==> src/sv/mvtm_pkg.sv <==
`default_nettype none
package mvtm_pkg;

  localparam int VOICE_COUNT    = 4;
  localparam int SINE_STEPS     = 256;
  localparam int DAC_FULL_SCALE = 4096;

  // Payload layout of the input and output transactions
  localparam int SEL_W      = 2;
  localparam int KIND_W     = 2;
  localparam int FIELD_W    = 16;
  localparam int IN_BITS    = SEL_W + KIND_W + 6 * FIELD_W;
  localparam int IN_DATA_W  = ((IN_BITS + 7) / 8) * 8;
  localparam int DAC_W      = 12;
  localparam int OUT_DATA_W = ((DAC_W + 7) / 8) * 8;

  localparam int OFS_SEL    = 0;
  localparam int OFS_KIND   = OFS_SEL + SEL_W;
  localparam int OFS_VOLUME = OFS_KIND + KIND_W;
  localparam int OFS_DECAY  = OFS_VOLUME + FIELD_W;
  localparam int OFS_LENGTH = OFS_DECAY + FIELD_W;
  localparam int OFS_PERIOD = OFS_LENGTH + FIELD_W;
  localparam int OFS_PHASE  = OFS_PERIOD + FIELD_W;
  localparam int OFS_STEP   = OFS_PHASE + FIELD_W;

  localparam int CNT_W      = 32;
  localparam int FRAC_W     = 8;

  localparam int VIDX_W     = (VOICE_COUNT > 1) ? $clog2(VOICE_COUNT) : 1;
  localparam int HALF_SCALE = DAC_FULL_SCALE / 2;
  localparam int SINE_W     = $clog2(DAC_FULL_SCALE) + 1;
  localparam int SINE_IDX_W = $clog2(SINE_STEPS);
  localparam bit SINE_POW2  = (SINE_STEPS == (1 << SINE_IDX_W));
  localparam int RED_W      = SINE_IDX_W + 2;
  localparam int SAMPLE_W   = (SINE_W > 14) ? SINE_W : 14;
  localparam int SUM_W      = SAMPLE_W + $clog2(VOICE_COUNT) + 2;
  localparam int TOT_W      = ((SUM_W > 17) ? SUM_W : 17) + 1;

  localparam int MUL_W      = 18;
  localparam int PROD_W     = 2 * MUL_W;

  localparam logic signed [TOT_W-1:0] MIX_HALF = TOT_W'(HALF_SCALE);
  localparam logic signed [TOT_W-1:0] MIX_MAX  = TOT_W'(DAC_FULL_SCALE - 1);

  typedef enum logic [KIND_W-1:0] {
    WAVE_SILENT = 2'd0,
    WAVE_NOISE  = 2'd1,
    WAVE_SQUARE = 2'd2,
    WAVE_SINE   = 2'd3
  } wave_kind_t;

  localparam logic ACT_TICK = 1'b0;
  localparam logic ACT_LOAD = 1'b1;

  // Sine table: trunc(HALF_SCALE * sin(2*pi*n/SINE_STEPS)), built at elaboration
  localparam logic [63:0] PI_HALF_Q31 = 64'd3373259426;
  localparam logic [63:0] ONE_Q31     = 64'd2147483648;
  localparam int          SERIES_LEN  = 14;

  localparam logic [9:0] SERIES_DIV_ODD [SERIES_LEN] = '{
    10'd6, 10'd20, 10'd42, 10'd72, 10'd110, 10'd156, 10'd210,
    10'd272, 10'd342, 10'd420, 10'd506, 10'd600, 10'd702, 10'd812
  };
  localparam logic [9:0] SERIES_DIV_EVEN [SERIES_LEN] = '{
    10'd2, 10'd12, 10'd30, 10'd56, 10'd90, 10'd132, 10'd182,
    10'd240, 10'd306, 10'd380, 10'd462, 10'd552, 10'd650, 10'd756
  };

  typedef logic [SINE_STEPS-1:0][SINE_W-1:0] sine_rom_t;

  function automatic logic [63:0] series_q31(input logic [63:0] x, input bit odd);
    logic [63:0] x2;
    logic [63:0] term;
    logic [63:0] acc;
    x2   = (x * x) >> 31;
    term = odd ? x : ONE_Q31;
    acc  = term;
    for (int i = 0; i < SERIES_LEN; i++) begin
      if (odd) begin
        term = ((term * x2) >> 31) / SERIES_DIV_ODD[i];
      end else begin
        term = ((term * x2) >> 31) / SERIES_DIV_EVEN[i];
      end
      if ((i % 2) == 0) begin
        acc = (acc >= term) ? acc - term : 64'd0;
      end else begin
        acc = acc + term;
      end
    end
    return acc;
  endfunction

  function automatic logic [63:0] quarter_sine(input logic [63:0] k);
    logic [63:0] n;
    logic [63:0] v;
    n = 64'(SINE_STEPS);
    if (k == 64'd0) return 64'd0;
    if (k >= n) return 64'(HALF_SCALE);
    if (3 * k == n) return 64'(HALF_SCALE / 2);
    if (2 * k <= n) begin
      v = series_q31((k * PI_HALF_Q31 + n / 2) / SINE_STEPS, 1'b1);
    end else begin
      v = series_q31(((n - k) * PI_HALF_Q31 + n / 2) / SINE_STEPS, 1'b0);
    end
    if (v > ONE_Q31) v = ONE_Q31;
    return (64'(HALF_SCALE) * v) >> 31;
  endfunction

  function automatic sine_rom_t build_sine_rom();
    sine_rom_t   rom;
    logic [63:0] m;
    logic [63:0] q;
    logic [63:0] r;
    logic [63:0] v;
    for (int i = 0; i < SINE_STEPS; i++) begin
      m = 64'(4 * i);
      q = m / SINE_STEPS;
      r = m % SINE_STEPS;
      v = quarter_sine(q[0] ? 64'(SINE_STEPS) - r : r);
      rom[i] = (q >= 64'd2) ? SINE_W'(64'd0 - v) : SINE_W'(v);
    end
    return rom;
  endfunction

  localparam sine_rom_t SINE_ROM = build_sine_rom();

  // Residues of one byte of the integer phase, weighted by its position, modulo SINE_STEPS
  typedef logic [255:0][SINE_IDX_W-1:0] byte_mod_t;

  function automatic byte_mod_t build_byte_mod(input int shift);
    byte_mod_t   tbl;
    logic [63:0] x;
    for (int b = 0; b < 256; b++) begin
      x      = 64'(b) << shift;
      tbl[b] = SINE_IDX_W'(x % 64'(SINE_STEPS));
    end
    return tbl;
  endfunction

  localparam byte_mod_t IDX_MOD_LO  = build_byte_mod(0);
  localparam byte_mod_t IDX_MOD_MID = build_byte_mod(8);
  localparam byte_mod_t IDX_MOD_HI  = build_byte_mod(16);

endpackage
`default_nettype wire

==> src/sv/mvtm_mul.sv <==
`default_nettype none
module mvtm_mul (
  input  logic                                 clk,
  input  logic signed [mvtm_pkg::MUL_W-1:0]    a,
  input  logic signed [mvtm_pkg::MUL_W-1:0]    b,
  output logic signed [mvtm_pkg::PROD_W-1:0]   p
);
  import mvtm_pkg::*;

  // Register the product; the sequencer reads it in the state after the one that drives the operands
  always_ff @(posedge clk) begin
    p <= a * b;
  end

endmodule
`default_nettype wire

==> src/sv/multi_voice_tone_mixer.sv <==
`default_nettype none
// Load transaction: written in the cycle it is accepted; ready stays high.
// Tick transaction: a CHECK state per voice, then SCALE, DECAY, WRAP and WRITE per
//   active voice, with the one shared 18x18 multiplier serving three products per voice;
//   a sine voice adds an index reduction state when SINE_STEPS is not a power of two.
// The result sits in an output register; the next input is accepted meanwhile.
// Synchronous reset clears every voice to silent with zero duration.
module multi_voice_tone_mixer (
  input  logic                                clk,
  input  logic                                rst,
  input  logic                                s_axis_tvalid,
  output logic                                s_axis_tready,
  // voice_select, wave_kind, start_volume, decay_rate, note_length,
  // period_samples, start_phase, phase_step, zero pad
  input  logic [mvtm_pkg::IN_DATA_W-1:0]      s_axis_tdata,
  input  logic                                s_axis_tuser,  // action
  output logic                                m_axis_tvalid,
  input  logic                                m_axis_tready,
  output logic [mvtm_pkg::OUT_DATA_W-1:0]     m_axis_tdata   // dac_code, zero pad
);
  import mvtm_pkg::*;

  typedef enum logic [7:0] {
    S_IDLE  = 8'b0000_0001,
    S_CHECK = 8'b0000_0010,
    S_REM   = 8'b0000_0100,
    S_SCALE = 8'b0000_1000,
    S_DECAY = 8'b0001_0000,
    S_WRAP  = 8'b0010_0000,
    S_WRITE = 8'b0100_0000,
    S_OUT   = 8'b1000_0000
  } state_t;

  state_t state;

  logic [FIELD_W-1:0] voice_volume   [VOICE_COUNT];
  logic [FIELD_W-1:0] voice_decay    [VOICE_COUNT];
  logic [FIELD_W-1:0] voice_duration [VOICE_COUNT];
  logic [FIELD_W-1:0] voice_period   [VOICE_COUNT];
  logic [CNT_W-1:0]   voice_counter  [VOICE_COUNT];
  logic [FIELD_W-1:0] voice_step     [VOICE_COUNT];
  wave_kind_t         voice_kind     [VOICE_COUNT];

  logic [VIDX_W-1:0]         vidx;
  logic signed [SAMPLE_W-1:0] raw_sample;
  logic signed [SUM_W-1:0]   mix;
  logic [RED_W-1:0]          rem;
  logic                      out_valid;
  logic [DAC_W-1:0]          out_code;

  logic signed [MUL_W-1:0]   mul_a;
  logic signed [MUL_W-1:0]   mul_b;
  logic signed [PROD_W-1:0]  prod;

  logic [FIELD_W-1:0]        cur_vol;
  logic [FIELD_W-1:0]        cur_per;
  logic [CNT_W-1:0]          cur_cnt;
  logic [FIELD_W-1:0]        cur_step;
  wave_kind_t                cur_kind;
  logic [FIELD_W-1:0]        lfsr;
  logic [FIELD_W-1:0]        lfsr_next;
  logic [CNT_W-1:0]          sq_next;
  logic [CNT_W-1:0]          sine_next;
  logic [RED_W-1:0]          rem_sum;
  logic [RED_W-1:0]          rem_red;
  logic [SINE_IDX_W-1:0]     sine_idx;
  logic signed [SAMPLE_W-1:0] sine_val;
  logic signed [SAMPLE_W-1:0] scaled;
  logic signed [TOT_W-1:0]   total;
  logic [DAC_W-1:0]          dac_next;
  logic                      in_fire;
  logic                      out_load;
  logic                      last_voice;
  logic [VIDX_W-1:0]         load_idx;

  assign s_axis_tready = (state == S_IDLE);
  assign in_fire       = s_axis_tvalid && s_axis_tready;
  assign m_axis_tvalid = out_valid;
  assign m_axis_tdata  = OUT_DATA_W'(out_code);
  assign out_load      = (state == S_OUT) && (!out_valid || m_axis_tready);
  assign last_voice    = (vidx == VIDX_W'(VOICE_COUNT - 1));
  assign load_idx      = VIDX_W'(s_axis_tdata[OFS_SEL +: SEL_W]);

  always_comb begin
    cur_vol   = voice_volume[vidx];
    cur_per   = voice_period[vidx];
    cur_cnt   = voice_counter[vidx];
    cur_step  = voice_step[vidx];
    cur_kind  = voice_kind[vidx];

    lfsr      = cur_cnt[FIELD_W-1:0];
    lfsr_next = {lfsr[0] ^ lfsr[2] ^ lfsr[3] ^ lfsr[5], lfsr[FIELD_W-1:1]};

    sq_next   = cur_cnt + CNT_W'(1);
    if (sq_next == CNT_W'(cur_per)) sq_next = '0;

    sine_next = cur_cnt + CNT_W'(cur_step);

    // Fold the three bytes of the integer phase by their residues, then trim below SINE_STEPS
    rem_sum   = RED_W'(IDX_MOD_LO[cur_cnt[FRAC_W +: 8]]) +
                RED_W'(IDX_MOD_MID[cur_cnt[FRAC_W + 8 +: 8]]) +
                RED_W'(IDX_MOD_HI[cur_cnt[FRAC_W + 16 +: 8]]);
    if (rem >= RED_W'(2 * SINE_STEPS)) begin
      rem_red = rem - RED_W'(2 * SINE_STEPS);
    end else if (rem >= RED_W'(SINE_STEPS)) begin
      rem_red = rem - RED_W'(SINE_STEPS);
    end else begin
      rem_red = rem;
    end
    if (SINE_POW2) begin
      sine_idx = cur_cnt[FRAC_W +: SINE_IDX_W];
    end else begin
      sine_idx = rem_red[SINE_IDX_W-1:0];
    end
    sine_val  = SAMPLE_W'($signed(SINE_ROM[sine_idx]));

    // Arithmetic shift floors toward minus infinity
    scaled    = prod[FIELD_W +: SAMPLE_W];

    total     = TOT_W'(mix) + MIX_HALF;
    if (total < 0) begin
      dac_next = '0;
    end else if (total > MIX_MAX) begin
      dac_next = MIX_MAX[DAC_W-1:0];
    end else begin
      dac_next = total[DAC_W-1:0];
    end
  end

  always_comb begin
    mul_a = '0;
    mul_b = '0;
    unique case (state)
      S_SCALE: begin
        mul_a = MUL_W'(raw_sample);
        mul_b = MUL_W'(cur_vol);
      end
      S_DECAY: begin
        mul_a = MUL_W'(cur_vol);
        mul_b = MUL_W'((FIELD_W + 1)'(1 << FIELD_W) - (FIELD_W + 1)'(voice_decay[vidx]));
      end
      S_WRAP: begin
        mul_a = MUL_W'(cur_per);
        mul_b = MUL_W'(cur_step);
      end
      S_IDLE, S_CHECK, S_REM, S_WRITE, S_OUT: begin
        mul_a = '0;
        mul_b = '0;
      end
      default: begin
        mul_a = '0;
        mul_b = '0;
      end
    endcase
  end

  mvtm_mul u_mul (
    .clk (clk),
    .a   (mul_a),
    .b   (mul_b),
    .p   (prod)
  );

  always_ff @(posedge clk) begin
    if (rst) begin
      state     <= S_IDLE;
      vidx      <= '0;
      out_valid <= 1'b0;
      for (int v = 0; v < VOICE_COUNT; v++) begin
        voice_volume[v]   <= '0;
        voice_decay[v]    <= '0;
        voice_duration[v] <= '0;
        voice_period[v]   <= '0;
        voice_counter[v]  <= '0;
        voice_step[v]     <= '0;
        voice_kind[v]     <= WAVE_SILENT;
      end
    end else begin
      if (out_load) begin
        out_valid <= 1'b1;
      end else if (m_axis_tready) begin
        out_valid <= 1'b0;
      end

      unique case (state)
        S_IDLE: begin
          if (in_fire) begin
            if (s_axis_tuser == ACT_LOAD) begin
              if (32'(s_axis_tdata[OFS_SEL +: SEL_W]) < VOICE_COUNT) begin
                voice_kind[load_idx]     <= wave_kind_t'(s_axis_tdata[OFS_KIND +: KIND_W]);
                voice_volume[load_idx]   <= s_axis_tdata[OFS_VOLUME +: FIELD_W];
                voice_decay[load_idx]    <= s_axis_tdata[OFS_DECAY +: FIELD_W];
                voice_duration[load_idx] <= s_axis_tdata[OFS_LENGTH +: FIELD_W];
                voice_period[load_idx]   <= s_axis_tdata[OFS_PERIOD +: FIELD_W];
                voice_counter[load_idx]  <= CNT_W'(s_axis_tdata[OFS_PHASE +: FIELD_W]);
                voice_step[load_idx]     <= s_axis_tdata[OFS_STEP +: FIELD_W];
              end
            end else begin
              vidx  <= '0;
              mix   <= '0;
              state <= S_CHECK;
            end
          end
        end

        S_CHECK: begin
          if (voice_duration[vidx] == '0) begin
            // skip idle voice
            if (last_voice) begin
              state <= S_OUT;
            end else begin
              vidx <= vidx + VIDX_W'(1);
            end
          end else begin
            unique case (cur_kind)
              WAVE_NOISE: begin
                voice_counter[vidx] <= CNT_W'(lfsr_next);
                raw_sample <= SAMPLE_W'(lfsr_next >> 4) - SAMPLE_W'(HALF_SCALE);
                state      <= S_SCALE;
              end
              WAVE_SQUARE: begin
                voice_counter[vidx] <= sq_next;
                raw_sample <= (cur_cnt < CNT_W'(cur_per >> 1)) ?
                              SAMPLE_W'(HALF_SCALE - 1) : -SAMPLE_W'(HALF_SCALE);
                state      <= S_SCALE;
              end
              WAVE_SINE: begin
                if (SINE_POW2) begin
                  raw_sample <= sine_val;
                  state      <= S_SCALE;
                end else begin
                  rem   <= rem_sum;
                  state <= S_REM;
                end
              end
              WAVE_SILENT: begin
                raw_sample <= '0;
                state      <= S_SCALE;
              end
              default: begin
                raw_sample <= '0;
                state      <= S_SCALE;
              end
            endcase
          end
        end

        S_REM: begin
          raw_sample <= sine_val;
          state      <= S_SCALE;
        end

        S_SCALE: begin
          state <= S_DECAY;
        end

        S_DECAY: begin
          mix   <= mix + SUM_W'(scaled);
          state <= S_WRAP;
        end

        S_WRAP: begin
          voice_volume[vidx] <= prod[FIELD_W +: FIELD_W];
          state              <= S_WRITE;
        end

        S_WRITE: begin
          if (cur_kind == WAVE_SINE) begin
            voice_counter[vidx] <= (sine_next > prod[CNT_W-1:0]) ? '0 : sine_next;
          end
          voice_duration[vidx] <= voice_duration[vidx] - FIELD_W'(1);
          if (last_voice) begin
            state <= S_OUT;
          end else begin
            vidx  <= vidx + VIDX_W'(1);
            state <= S_CHECK;
          end
        end

        S_OUT: begin
          // hold until the output register frees up
          if (out_load) begin
            out_code <= dac_next;
            state    <= S_IDLE;
          end
        end

        default: begin
          state <= S_IDLE;
        end
      endcase
    end
  end

endmodule
`default_nettype wire

==> config.mk <==
export PLATFORM = sky130hd
export DESIGN_NAME = multi_voice_tone_mixer
export DESIGN_NICKNAME = d
export VERILOG_FILES = /design/src/sv/mvtm_pkg.sv /design/src/sv/mvtm_mul.sv /design/src/sv/multi_voice_tone_mixer.sv
export SDC_FILE = /design/constraint.sdc
export NUM_CORES = 2
export LEC_CHECK = 0
export ABC_AREA = 1
export BUFFER_PORTS_ARGS = -buffer_cell sky130_fd_sc_hd__buf_4
export CORE_MARGIN = 2
export CORE_UTILIZATION = 23
export DETAILED_ROUTE_END_ITERATION = 12
export GPL_ROUTABILITY_DRIVEN = 1
export PLACE_DENSITY = 0.48
export SLEW_MARGIN = 5
export SYNTH_ARGS = -nofsm -noshare
export SYNTH_HDL_FRONTEND = slang
export SYNTH_SLANG_ARGS = --single-unit
==> constraint.sdc <==
create_clock -name clk -period 24.8 [get_ports clk]
set_input_delay 1.24 -clock clk [delete_from_list [all_inputs] [get_ports clk]]
set_output_delay 1.24 -clock clk [all_outputs]
set_load 0.02 [all_outputs]
# After elaboration in Yosys (flattened, before gate mapping)
# Memory sizes are Yosys's and may differ from the RTL's. A register that Yosys moved wholly into a read port is not among the register bits.
# Cells that the tools add are included.
[op_classes]
addsub = 8
mul = 1
n_lt_le_gt_ge = 5
n_eq_ne = 19
mux = 101
bitwise = 6
reduce_logical = 26
[op_table]
columns = ["operator", "count"]
rows = [
  ["two-way mux 32 bit", 6],
  ["two-way mux 16 bit", 7],
  ["OR reduction 16 bit", 7],
  ["case mux 18 bit (3 select lines)", 2],
  ["case mux 8 bit (8 select lines)", 1],
  ["OR reduction 32 bit", 2],
  ["two-way mux 2 bit", 29],
  ["two-way mux 8 bit", 7],
  ["case mux 14 bit (4 select lines)", 1],
  ["two-way mux 1 bit", 39],
  ["two-way mux 18 bit", 2],
  ["case mux 18 bit (2 select lines)", 1],
  ["adder 32 x 1 -> 32 bit, second input constant", 1],
  ["adder 32 x 16 -> 32 bit", 1],
  ["equality test 32 x 16 -> 1 bit", 1],
  ["greater-than comparator 32 bit", 1],
  ["< comparator 32 x 15 -> 1 bit", 1],
  ["multiplier 18 x 18 -> 32 bit", 1],
  ["two-way mux 14 bit", 2],
  ["case mux 14 bit (2 select lines)", 1],
  ["adder 18 x 13 -> 19 bit, second input constant", 1],
  ["greater-than comparator 19 x 13 -> 1 bit, second input constant", 1],
  ["< comparator 19 x 1 -> 1 bit, second input constant", 1],
  ["adder 18 x 14 -> 18 bit", 1],
  ["35 further kinds", 49],
]
[totals]
reg_bits = 87
ramBits = 456
rom_bits = 3328
input_bits = 109
out_inout_bits = 18
n_memories = 8
[memory_table]
columns = ["name", "depth", "word_bits", "rd", "rd_clocked_by_memory_dff", "wr", "line_no", "rtl"]
rows = [
  ["(no name shown)", 256, 13, 1, 0, 0, "multi_voice_tone_mixer.sv:115", "sine_val = SAMPLE_W'($signed(SINE_ROM[sine_idx]));"],
  ["voice_counter", 4, 32, 1, 1, 4, "multi_voice_tone_mixer.sv:40", "logic [CNT_W-1:0] voice_counter [VOICE_COUNT];"],
  ["voice_decay", 4, 16, 1, 1, 4, "multi_voice_tone_mixer.sv:37", "logic [FIELD_W-1:0] voice_decay [VOICE_COUNT];"],
  ["voice_duration", 4, 16, 1, 1, 4, "multi_voice_tone_mixer.sv:38", "logic [FIELD_W-1:0] voice_duration [VOICE_COUNT];"],
  ["voice_period", 4, 16, 1, 1, 4, "multi_voice_tone_mixer.sv:39", "logic [FIELD_W-1:0] voice_period [VOICE_COUNT];"],
  ["voice_step", 4, 16, 1, 1, 4, "multi_voice_tone_mixer.sv:41", "logic [FIELD_W-1:0] voice_step [VOICE_COUNT];"],
  ["2 more memories", "n/a", "n/a", "n/a", "n/a", "n/a", "n/a", ""],
]

# Depth between registers and ports, before layout
[depth]
word_depth = 10
depth_mapped = 48
depth_no_buf = 42

# Cells and area by module
# A second synthesis with hierarchy kept.
[hier_totals]
cells_unflattened = 5742
hier_area_um2 = 45631.3
[by_module_without_submodules]
columns = ["module", "instances", "cells_each", "area_per_inst_um2"]
rows = [
  ["multi_voice_tone_mixer", 1, 3924, 31724.2],
  ["mvtm_mul", 1, 1818, 13907.1],
]

# Worst setup path after synthesis
# Ideal clock, no wire load.
[synth_path]
kind = "reg-to-reg"
startpoint = "reg (tool-made name)"
endpoint = "reg u_mul.p[29] (netlist name)"
setup_time_ns = 0.127
arrival_ns = 7.636
required_ns = 24.673
slack_ns = 17.037
stages_incl_launch_ff = 45
n_path_buf = 7
period_less_slack_ns = 7.763
cell_sequence = "dfxtp_1 -> buf_6 -> buf_12 -> buf_8 -> buf_6 -> buf_6 -> buf_6 -> a21oi_1 -> a32o_2 -> ha_1 -> inv_1 -> nor2_2 -> inv_2 -> nor2_2 -> inv_2 -> nor2_4 -> inv_2 -> nor2_1 -> (+9 left out) -> inv_1 -> fa_1 -> inv_1 -> fa_1 -> fa_1 -> inv_1 -> fa_1 -> inv_1 -> ha_1 -> a21oi_1 -> o21ai_0 -> a21oi_1 -> o21ai_0 -> a21boi_0 -> inv_1 -> a21oi_1 -> o21ai_0 -> xor2_1"
[synth_rtl]
columns = ["item", "line_no", "rtl"]
rows = [
  ["end signal, assigned", "mvtm_mul.sv:12", "p <= a * b;"],
  ["end, declared", "mvtm_mul.sv:6", "output logic signed [mvtm_pkg::PROD_W-1:0] p"],
]

==> impl_metrics.yaml <==
run_status:
  status: "finished, final reports clean"
routing:
  route.detailed.wl_per_inst_um: 19.96
  drt_wl_total_um: 155900
  post_drt_via_cell_ratio: 4.635
  first_iter_violations: 3111
  dr.pass1.iters: 6
  remaining_drc_errors: 0
  vias: 36210
  ant_nets: 0
worst_setup_path:
  path_common_cell: "inv_1"
  rr_worst_depth: 41
  arrival_ns: 11.45
  reg2reg_setup_slack_ns: 13.84
  max_stage_delay_ns: 0.79
  path_class: "reg -> reg"
  cp-start-kind: "flop"
  critPathCaptureType: "flop"
  worstPathMaxFanout: 89
  cpMaxStageDelayCell: "buf_4"
  cp.required_ns: 25.30
  worst_r2r_endpoint: "u_mul.p[29]$_DFF_P_"
global_routing:
  antenna_found_initial: 5
  grt_overflow: 0
  track_usage: 0.1611
  grt_pass1_wl_um: 233200
  grt_max_degree: 154
  grt_pass1_vias: 35560
logic_synthesis:
  synth_top_area_share: 0.3464
  ys_top_cells_by_area: "edfxtp_1 (35%), fa_1 (13%), nand2_1 (9.5%), inv_1 (7.0%), nor2_1 (6.8%)"
  synth_edf_count: 499
  ys.warnings.count: 0
  netlist_area_sq_um: 43260
  avgSynthCellArea_sq_um: 8.275
  synthFlopType: "edfxtp_1"
  syn_inst: 5228
  seq_area_frac_synth: 0.3667
  synth.most_common_cell: "nand2_1"
  synthTopCellsByCount: "nand2_1 (1098), inv_1 (802), nor2_1 (781)"
  ys_types: 80
  ys_ff_latch: 543
  yosys.area.top_type: "edfxtp_1"
  synthArstFlopShare: 0
clock_network:
  cts_buffers: 66
  clockBufferDepth: 3
  clk_pin_slew_ns: 0.06
  cts_tree: "yes"
  clk_latency_ns: 0.64
  ctsResizeCount: 0
  cts_setup_buffers: 0
  cts_hold_buf: 0
  root_buffer: "clkbuf_16"
  numClockSinks: 543
  h-tree-depth: 3
pwr:
  power.total_mw: 2.706
  p_switching_uw: 907.1
  p_comb_frac: 0.238
  clkPwrFrac: 0.348
  p_seq_frac: 0.414
  irDropWorstVdd_v: 0.00004566
  p_sw_frac: 0.3352
  powerDensity_nw_per_um2: 55.64
  leakagePower_nw: 20.98
  power.internal_mw: 1.799
placed_design:
  gp_congestion: 0.9189
  dp_hpwl_um: 113800
  port_buffers: 118
timing:
  fmax_mhz: 91.27
  min_period_ns: 10.96
  maxSlewHeadroom: 0.1761
  slew_violations: 0
  hold_violations: 0
  worst_pin_slew_ns: 1.236
  fin_crit_sh: 0.4418
  fin_skew_ns: 0.03627
  setup_violations: 0
  setup_tns_ns: 0
  rsz0062_at_grt: "false"
floorplan:
  die_w_um: 437.7
  fp.coreArea_sq_um: 187400
  row_count: 159
  die_h_um: 437.7
  io_pins: 127
  start_util: 0.2309
  dieArea_sq_um: 191600
min_path:
  hold_depth: 2
  min_from: "vidx[0]$_SDFFE_PP0P_"
  min_path_type: "reg -> reg"
cells_and_area:
  multi_input_area_sq_um: 23100
  fillerInstances: 20570
  layout.area.seq_sq_um: 15870
  syn_to_final_growth_pct: 12.42
  num-nets-final: 5842
  drive_above_1_share: 0.09178
job:
  max_cap_violations: 0
-- cells in the final DEF (no fill, tap or decap), types with 12 or more instances in the layout --
cell and count:
nor2_4 12, inv_1 802, inv_2 27, o221ai_1 15
ha_1 187, nand2_2 66, nor2_1 780, xor2_1 62
o22ai_1 25, buf_4 172, nand3_1 234, a32oi_1 25
nor3_1 24, clkbuf_1 20, a32o_1 14, xnor2_1 28
o21ai_0 202, a22oi_1 19, o21ai_1 13, or2_2 27
o2111ai_1 12, nand2_1 1090, a21oi_1 275, edfxtp_1 499
o211ai_1 22, fa_1 278, nor2_2 37, clkbuf_16 67
a31oi_1 16, nand4_1 34, dfxtp_1 42, clkinv_1 19
-- layer usage --
layer | GRT usage | vias to the layer above | share of wire
li1 | - | 16920 | -
met1 | 0.2190 | 17900 | 0.44
met2 | 0.2629 | 1169 | 0.46
met3 | 0.02527 | 219 | 0.066
met4 | 0.04711 | 8 | 0.031
met5 | 0 | - | 0.00032
-- worst max-delay path by stage --
stage               startpoint                  end  slack, ns  depth (start not counted)
finish                    flop  u_mul.p[29]$_DFF_P_      13.84                         41
global route              flop  u_mul.p[29]$_DFF_P_      13.06                         41
CTS                       flop  u_mul.p[29]$_DFF_P_      13.79                         41
detailed placement        flop  u_mul.p[29]$_DFF_P_      13.84                         41
global placement          flop  u_mul.p[29]$_DFF_P_      13.88                         41
floorplan                 flop  u_mul.p[29]$_DFF_P_      17.04                         44
-- layout make-up --
class                      count  area share
multi-input combinational   3640      0.4750
sequential                   543      0.3264
inverter                     844     0.06545
tap                         2495     0.06418
clock buffer                  89     0.03658
timing repair buffer         173     0.02696
clock inverter                28    0.005402
antenna                        1  0.00005145
-- worst max-delay path: cells and delay by family (launching register included) --
| family | cells | cell delay, ns |
|---|---|---|
| fa+ha+maj | 8 | 3.68 |
| buf+inv | 14 | 3.19 |
| compound gates | 9 | 2.15 |
| simple gates | 9 | 1.08 |
| flops | 1 | 0.51 |
| xor+xnor | 1 | 0.15 |
-- flip-flops by register name, summed over array words and instances, names as in the netlist, 13 cells and up, named ones only --
name / count
voice_decay: 64
voice_counter: 128
mix: 18
voice_volume: 64
voice_step: 64
voice_duration: 64
raw_sample: 13
voice_period: 64
u_mul.p: 32
-- power by group through the flow --
stage | sequential [mW] | combinational [mW] | clock (mW)
after floorplan | 1.13 | 0.404 | 0
after global placement | 1.14 | 0.640 | 0
after detailed placement | 1.14 | 0.639 | 0
after CTS | 1.12 | 0.642 | 0.964
after global routing | 1.13 | 0.705 | 0.996
final | 1.12 | 0.645 | 0.941
-- kinds of logic after synthesis --
group           Yosys count  share of synthesized area
compound gates          709                    0.09764
xor+xnor                 91                    0.01874
fa+ha+maj               465                     0.1827
buf+inv                1048                     0.1012
flops                   543                     0.3667
mux                       1                  0.0002603
other cells               1                 0.00008668
simple gates           2370                     0.2327
-- metrics by stage --
stage / setup WS (ns) / std cells / utilization / area, sq um / hold WS (ns)
floorplan: 17.04 / 5231 / - / 43270 / 0.5092
global placement: 13.88 / 7695 / 0.2486 / 46590 / 0.5409
detailed placement: 13.84 / 7695 / 0.2486 / 46590 / 0.5418
CTS: 13.79 / 7812 / 0.2595 / 48630 / 0.5528
global route: 13.06 / 7812 / 0.2595 / 48630 / 0.5874
finish: 13.84 / 7813 / 0.2595 / 48640 / 0.5561
Power figures use the tool's default switching activity.
